**src/hdl/repeated_frame_bit_validator_macros.svh**
```systemverilog
// ----------------------------------------------------------------------------
// Repeated frame bit validator assertion macros
// Clocked assertion helpers shared by the validator RTL.
// ----------------------------------------------------------------------------
`ifndef REPEATED_FRAME_BIT_VALIDATOR_MACROS_SVH
`define REPEATED_FRAME_BIT_VALIDATOR_MACROS_SVH

`ifndef NO_ASSERTIONS
`define RFBV_ASSERT(lbl, prop) \
	lbl: assert property (@(posedge clk) disable iff (!arst_n) prop) \
		else $error("rfbv assertion failed");
`define RFBV_ASSERT_NEXT(lbl, ante, cons) \
	lbl: assert property (@(posedge clk) disable iff (!arst_n) (ante) |=> (cons)) \
		else $error("rfbv assertion failed");
`else
`define RFBV_ASSERT(lbl, prop)
`define RFBV_ASSERT_NEXT(lbl, ante, cons)
`endif

`endif

```
**src/hdl/rfbv_pkg.sv**
```systemverilog
// ----------------------------------------------------------------------------
// Repeated frame bit validator package
// Sizes of the bit window, the message and the stream words.
// ----------------------------------------------------------------------------
package rfbv_pkg;

	localparam int MSG_BITS     = 56;
	localparam int WIN_BITS     = 2 * MSG_BITS;
	localparam int OUT_MSG_BITS = 56;

	localparam int IN_FIELD_BITS  = 1;
	localparam int IN_TDATA_BITS  = ((IN_FIELD_BITS + 7) / 8) * 8;
	localparam int OUT_FIELD_BITS = 3 + OUT_MSG_BITS;
	localparam int OUT_TDATA_BITS = ((OUT_FIELD_BITS + 7) / 8) * 8;

	typedef logic [MSG_BITS-1:0]       msg_t;
	typedef logic [WIN_BITS-1:0]       win_t;
	typedef logic [IN_TDATA_BITS-1:0]  in_tdata_t;
	typedef logic [OUT_TDATA_BITS-1:0] out_tdata_t;

endpackage

```
**src/hdl/repeated_frame_bit_validator.sv**
```systemverilog
// ----------------------------------------------------------------------------
// Repeated frame bit validator
// Serial bit window that latches a message once two identical halves arrive and hold a zero followed by a one.
// ----------------------------------------------------------------------------
// channel   dir  tdata                                         notes
// s_axis    in   [0] data_level                                one bit per word
// m_axis    out  [0] matched [1] changed [2] valid_res [58:3]   one word per input
//                message, rest zero
// cfg       in   cfg_wdata = invert_data                       write on cfg_we
//
// One word per cycle sustained while m_axis_tready is high; the window shift and the full-width half
// compare sit between the input register and the result register.
// Reset clears the window, the latched message and the sticky valid flag.
// A held result stalls the input register only when both stages are full.
// ----------------------------------------------------------------------------
`include "repeated_frame_bit_validator_macros.svh"

module repeated_frame_bit_validator (
	input  logic                        clk,
	input  logic                        arst_n,
	input  logic                        cfg_we,
	input  logic                        cfg_wdata,      // [0] invert_data
	input  logic                        s_axis_tvalid,
	output logic                        s_axis_tready,
	input  rfbv_pkg::in_tdata_t         s_axis_tdata,   // [0] data_level
	output logic                        m_axis_tvalid,
	input  logic                        m_axis_tready,
	output rfbv_pkg::out_tdata_t        m_axis_tdata    // [0] matched, [1] changed,
	                                                    // [2] valid_res, [58:3] message
);
	import rfbv_pkg::*;

	logic invert_q;
	logic valid_s1;
	logic bit_s1;
	win_t window_q;
	msg_t latched_q;
	logic seen_q;

	logic                    out_valid_q;
	logic                    out_matched_q;
	logic                    out_changed_q;
	logic                    out_seen_q;
	logic [OUT_MSG_BITS-1:0] out_msg_q;

	logic advance;
	win_t window_nx;
	msg_t older;
	msg_t newer;
	msg_t inv_older;
	logic pair_ok;
	logic zero_then_one;
	logic hit;

	assign advance       = !out_valid_q || m_axis_tready;
	assign s_axis_tready = !valid_s1 || advance;

	// newest bit at index 0, oldest at the top
	assign window_nx = {window_q[WIN_BITS-2:0], bit_s1};
	assign older     = window_nx[WIN_BITS-1:MSG_BITS];
	assign newer     = window_nx[MSG_BITS-1:0];
	assign pair_ok   = (older == newer);

	// a zero followed by a one means older is not of the form 1..10..0
	assign inv_older     = ~older;
	assign zero_then_one = ((inv_older & (inv_older + 1'b1)) != '0);
	assign hit           = pair_ok && zero_then_one;

	always_ff @(posedge clk or negedge arst_n) begin
		if (!arst_n) begin
			invert_q <= 1'b1;
		end else if (cfg_we) begin
			invert_q <= cfg_wdata;
		end
	end

	always_ff @(posedge clk or negedge arst_n) begin
		if (!arst_n) begin
			valid_s1 <= 1'b0;
		end else if (s_axis_tready) begin
			valid_s1 <= s_axis_tvalid;
		end
	end

	always_ff @(posedge clk) begin
		if (s_axis_tready && s_axis_tvalid) begin
			bit_s1 <= s_axis_tdata[0] ^ invert_q;
		end
	end

	always_ff @(posedge clk or negedge arst_n) begin
		if (!arst_n) begin
			window_q  <= '0;
			latched_q <= '0;
			seen_q    <= 1'b0;
		end else if (advance && valid_s1) begin
			window_q <= window_nx;
			if (hit) begin
				latched_q <= older;
				seen_q    <= 1'b1;
			end
		end
	end

	always_ff @(posedge clk or negedge arst_n) begin
		if (!arst_n) begin
			out_valid_q <= 1'b0;
		end else if (advance) begin
			out_valid_q <= valid_s1;
		end
	end

	always_ff @(posedge clk) begin
		if (advance && valid_s1) begin
			out_matched_q <= hit;
			out_changed_q <= hit && (older != latched_q);
			out_seen_q    <= seen_q || hit;
			out_msg_q     <= hit ? OUT_MSG_BITS'(older) : OUT_MSG_BITS'(latched_q);
		end
	end

	assign m_axis_tvalid = out_valid_q;
	assign m_axis_tdata  = OUT_TDATA_BITS'({out_msg_q, out_seen_q, out_changed_q,
		out_matched_q});

	`RFBV_ASSERT(a_changed_needs_match, out_valid_q && out_changed_q |-> out_matched_q)
	`RFBV_ASSERT(a_match_sets_seen, out_valid_q && out_matched_q |-> out_seen_q && seen_q)
	`RFBV_ASSERT(a_match_halves, out_valid_q && out_matched_q |->
		window_q[WIN_BITS-1:MSG_BITS] == latched_q)
	`RFBV_ASSERT_NEXT(a_seen_sticky, seen_q, seen_q)

endmodule
```
**config.mk**
```make
export PLATFORM = sky130hd
export DESIGN_NAME = repeated_frame_bit_validator
export DESIGN_NICKNAME = d
export VERILOG_FILES = /design/src/hdl/rfbv_pkg.sv /design/src/hdl/repeated_frame_bit_validator.sv
export VERILOG_INCLUDE_DIRS = /design/src /design/src/hdl
export SDC_FILE = /design/constraint.sdc
export NUM_CORES = 1
export LEC_CHECK = 0
export ABC_CLOCK_PERIOD_IN_PS = 4950
export BUFFER_PORTS_ARGS = -buffer_cell sky130_fd_sc_hd__buf_2
export CAP_MARGIN = 20
export CELL_PAD_IN_SITES_DETAIL_PLACEMENT = 1
export CELL_PAD_IN_SITES_GLOBAL_PLACEMENT = 2
export CORE_ASPECT_RATIO = 0.6
export CORE_MARGIN = 1
export CORE_UTILIZATION = 43
export DETAILED_ROUTE_END_ITERATION = 12
export HOLD_SLACK_MARGIN = 0.05
export PLACE_DENSITY_LB_ADDON = 0.08
export REMOVE_ABC_BUFFERS = 1
export SLEW_MARGIN = 15
export SYNTH_ARGS = -nofsm -noshare
export SYNTH_HDL_FRONTEND = slang
export SYNTH_SLANG_ARGS = --single-unit
```
**constraint.sdc**
```tcl
create_clock -name clk -period 4.95 [get_ports clk]
set_clock_uncertainty 0.05 [all_clocks]
set_input_delay 0.99 -clock clk [delete_from_list [all_inputs] [get_ports clk]]
set_output_delay 0.99 -clock clk [all_outputs]
set_load 0.02 [all_outputs]
```
======== After elaboration in Yosys (flattened, before gate mapping) ========
Index checks and enable logic that the tools add are counted.
operators by class
  add/subtract/negate cells ............... 1
  equal/unequal tests ..................... 2
  multiplexer cells ....................... 1
  bitwise logic cells ..................... 3
  reduce and logical (&&, ||, !) cells .... 11
operators by type and width
  cell                     count
  $add A56 B1 Y56 const B  1
  $and A56 B56 Y56         1
  $eq A56 B56 Y1           1
  $mux W56                 1
  $ne A56 B56 Y1           1
  $not A56 Y56             1
  $reduce_bool A56 Y1      1
  $logic_and A1 B1 Y1      4
  $logic_or A1 B1 Y1       3
  $logic_not A1 Y1         2
  $reduce_and A2 Y1        1
  $xor A1 B1 Y1            1
storage, ports and cells
  bits in registers ....................... 231
  logic and storage cells ................. 29

======== Logic depth before layout (Yosys ltp) ========
  word-level depth ........................ 6
  gate-level depth with buffers ........... 12
  gate-level depth less buffers ........... 8

======== Worst setup path after synthesis ========
No wires, ideal clock.
  path type ............................... input-to-reg
  start ................................... in m_axis_tready
  end ..................................... reg out_changed_q (enable)
  library setup time ...................... 0.446 ns
  arrival time ............................ 3.088 ns
  data required time ...................... 4.454 ns
  slack ................................... 1.365 ns
  stages .................................. 4
  buffers on the path ..................... 1
  path through ............................ nand2b_1 -> nand2_1 -> clkinv_1 -> clkbuf_1
on the way
  longest elaborated chain between the ends .. 2
ends and longest elaborated chain
  item                  RTL line                             text
  start, declared       repeated_frame_bit_validator.sv:27   input logic m_axis_tready,
  $logic_or A1 B1 Y1    repeated_frame_bit_validator.sv:55   assign advance = !out_valid_q || m_axis_tready;
  $logic_and A1 B1 Y1   repeated_frame_bit_validator.sv:114  if (advance && valid_s1) begin
  end signal, assigned  repeated_frame_bit_validator.sv:116  out_changed_q <= hit && (older != latched_q);
  end, declared         repeated_frame_bit_validator.sv:42   logic out_changed_q;
No other way between the ends.
A chain may end at the register's enable or synchronous reset.

======== Final worst setup path ========
  start ................................... reg window_q[97]
  end ..................................... reg out_msg_q[25] (data pin)
on the way
  longest elaborated chain between the ends .. 6
ends and longest elaborated chain
  item                    RTL line                             text
  start, declared         repeated_frame_bit_validator.sv:36   win_t window_q;
  start signal, assigned  repeated_frame_bit_validator.sv:97   window_q <= window_nx;
  $not A56 Y56            repeated_frame_bit_validator.sv:65   assign inv_older = ~older;
  $add A56 B1 Y56         repeated_frame_bit_validator.sv:66   assign zero_then_one = ((inv_older & (inv_older + 1'b1)) != '0);
  $and A56 B56 Y56        repeated_frame_bit_validator.sv:66
  $reduce_bool A56 Y1     repeated_frame_bit_validator.sv:66
  $logic_and A1 B1 Y1 *   repeated_frame_bit_validator.sv:67   assign hit = pair_ok && zero_then_one;
  $mux W56 *              repeated_frame_bit_validator.sv:118  out_msg_q <= hit ? OUT_MSG_BITS'(older) : OUT_MSG_BITS'(latched_q);
  end signal, assigned    repeated_frame_bit_validator.sv:118
  end, declared           repeated_frame_bit_validator.sv:44   logic [OUT_MSG_BITS-1:0] out_msg_q;
Every way passes the cells marked *; elsewhere a longest branch is shown, timed or not.

==> flow_summary.yaml <==
floorplan:
  die_x_um: 210.3
  initial_core_util_pct: 44.00
  die-area_sq_um: 26710
  chipHeight_um: 127
  ios: 80
  coreArea_sq_um: 25450
  core.rowCount: 45
layout:
  drive_above_1_share_pct: 20.05
  antenna_cells: 0
  stdcell_area_sq_um: 12500
  stdcell_count: 1449
  synthToLayoutAreaGrowth_pct: 11.63
  final_nets: 1096
  post-route-util_pct: 49.12
place:
  placed_cells: 1409
  post_dp_cell_area_sq_um: 11750
  io_buffers: 67
  place_congestion: 0.8612
  dpl.hpwl_mm: 20.86
clock_tree:
  ctsHoldBuffers: 0
  htreeDepth: 1
  clkLatencyLatePin_ns: 0.52
  post_cts_buffers: 0
  cts_root_buf: "clkbuf_16"
  cts_buffers: 23
  clock_sinks: 231
  ctsResizeCount: 0
  tritoncts: "done"
  path_clk_slew_ns: 0.06
  cts_max_path_buffers: 3
critical_path:
  cp-end-kind: "register"
  required_ns: 5.17
  startpoint_type: "register"
  path_class: "reg2reg"
  cp.arrival_ns: 4.40
  cp_max_fo: 34
  r2r-start: "window_q[97]"
  cp-startpoint: "window_q[97]"
synthesis:
  synthCells: 1062
  syn_avg_cell_area_sq_um: 10.54
  syn_area_sq_um: 11200
  synth_edf_count: 60
  ys_seq_area_share_pct: 54.31
  synth-main-ff-cell: "dfrtp_1"
  synth_warnings: 0
  ys_types: 59
  ys_ff_latch: 231
  synthArstFlopShare_pct: 74.03
grt:
  grt_max_degree: 147
  grt_usage_pct: 24.01
  grt_pass1_vias: 7869
  antenna_found_initial: 1
  grt_pass1_wl_mm: 48.52
  grt_overflow: 0
detailed_routing:
  wl_per_cell_um: 21.22
  drc: 0
  dr.pass1.iters: 5
  wl_mm: 30.74
  vias: 7663
  ant_nets: 0
  viasPerCell: 5.288
  drt-initial-drc-count: 553
hold_path:
  hold_path_class: "in2async"
power_and_ir_drop:
  power_density_nw_per_um2: 505.1
  power_leakage_nw: 6.293
  peakVddDrop_uv: 210.7
timing:
  rsz0062_at_grt: "no"
  timing.final.crit_period_ns: 4.187
  max_freq_mhz: 238.9
  setup-violations-final: 0
  final-max-slew-violation-count: 0
  finalHoldViolations: 0
  fin_crit_sh_pct: 84.58
  relSlewSlack_pct: 29.79
  max_slew.worst_pin.slew_ns: 1.043
run_status:
  outcome: "finished clean"
flow_run:
  drv_cap: 0
## cell usage in the layout (no fill, tap or decap), drive strengths merged, types with 3 or more instances in the layout
master,n
o21ai,18
a21oi,6
nor2,26
dfrtp,170
nand2b,6
buf,92
nand2,315
a211oi,3
nor3,16
xnor2,56
mux2,113
conb,5
nand4,24
a31oi,4
edfxtp,60
nand3,5
xor2,57
or4,4
clkbuf,38
inv,10
nor4,33
nor2b,3
## where the power goes
part | internal [mW] | total, mW | switching (mW) | leakage [nW]
logic | 0.735 | 2.00 | 1.27 | 2.97
registers | 2.17 | 2.54 | 0.366 | 2.96
clock network | 1.04 | 1.77 | 0.735 | 0.371
total | 3.94 | 6.31 | 2.37 | 6.29
## through the flow
| step | total power, mW | hold slack [ns] | setup slack [ns] | setup TNS (ns) |
|---|---|---|---|---|
| finish | 6.314 | 0.2677 | 0.7634 | 0 |
| global route | 6.651 | 0.2835 | 0.4645 | 0 |
| CTS | 6.327 | 0.2691 | 0.8610 | 0 |
| detailed placement | 4.536 | 0.3938 | 0.8555 | 0 |
| global placement | 4.525 | 0.3902 | 0.8960 | 0 |
| floorplan | 3.715 | 0.3747 | -4.197 | -614.56 |
## cell type report
class / count / area (sq um)
clock inverters: 2 / 33.78
well taps: 352 / 440.4
flip-flops and latches: 231 / 6082
repair buffers: 92 / 541.8
multi-input cells: 724 / 4638
inverters: 10 / 42.54
clock buffers: 38 / 721.9
fillers: 2779 / 12950
## synth_stat cells (2+ instances only)
cell type	n	area (sq um)
a211oi_1	3	22.52
a21o_1	2	15.01
a21oi_1	6	30.03
a31oi_1	4	25.02
a32oi_1	2	17.52
a41oi_1	2	17.52
buf_2	14	70.07
buf_4	11	82.58
buf_8	3	45.04
clkbuf_1	71	266.5
dfrtp_1	170	4254
edfxtp_1	60	1802
inv_1	9	33.78
mux2_1	36	405.4
mux2_2	77	867.1
nand2_1	314	1179
nand2b_1	6	37.54
nand3_1	4	20.02
nand3b_1	2	15.01
nand4_1	24	150.1
nor2_1	26	97.59
nor2b_1	3	18.77
nor3_1	14	70.07
nor3_2	2	20.02
nor4_1	28	175.2
nor4_2	2	25.02
nor4_4	3	63.81
o21ai_0	17	85.08
o221ai_1	2	17.52
o22ai_1	2	12.51
or2_2	2	12.51
or4_1	3	22.52
xnor2_1	56	490.5
xor2_1	57	499.2
## metal layers
metal / track usage, % / wire length, um
met5: 0 / 9
met4: 3.134 / 396
met3: 3.687 / 1125
met2: 34.51 / 12750
met1: 38.61 / 16460
## kinds of logic after synthesis
group,share of synthesized area [%]
AND/OR/NAND/NOR,17.54
flip-flops,54.31
XOR/XNOR,8.838
multiplexers,11.36
buffers and inverters,4.614
AO/OA/AOI/OAI,3.296
other,0.03349
## registers in the layout, summed over array words and instances, names as in the netlist
name / cells
seen_q: 1
out_seen_q: 1
valid_s1: 1
latched_q: 56
out_matched_q: 1
out_changed_q: 1
window_q: 111
out_msg_q: 56
invert_q: 1
m_axis_tvalid: 1
bit_s1: 1
## worst paths after layout
kind                                       to  slack (ns)  depth (start not counted)
min in group clk                       seen_q        0.42                          1
worst max-delay path            out_msg_q[25]        0.76                         10
worst min register to register         seen_q        0.42                          1
worst min-delay path            latched_q[41]        0.27                          1
worst max register to register  out_msg_q[25]        0.76                         10
max in group asynchronous        window_q[26]        3.42                          2
## worst max-delay path, stage by stage, from the launching register on
cell and delay [ns]:
dfrtp_1 0.36, buf_4 0.18, nor4_1 0.74, nand2b_1 0.23
nor4_1 0.49, a32oi_1 0.22, nor4_1 0.31, nand4_1 0.27
o21ai_4 0.20, buf_4 0.44, mux2_2 0.40
(Power assumes the default switching activity.)
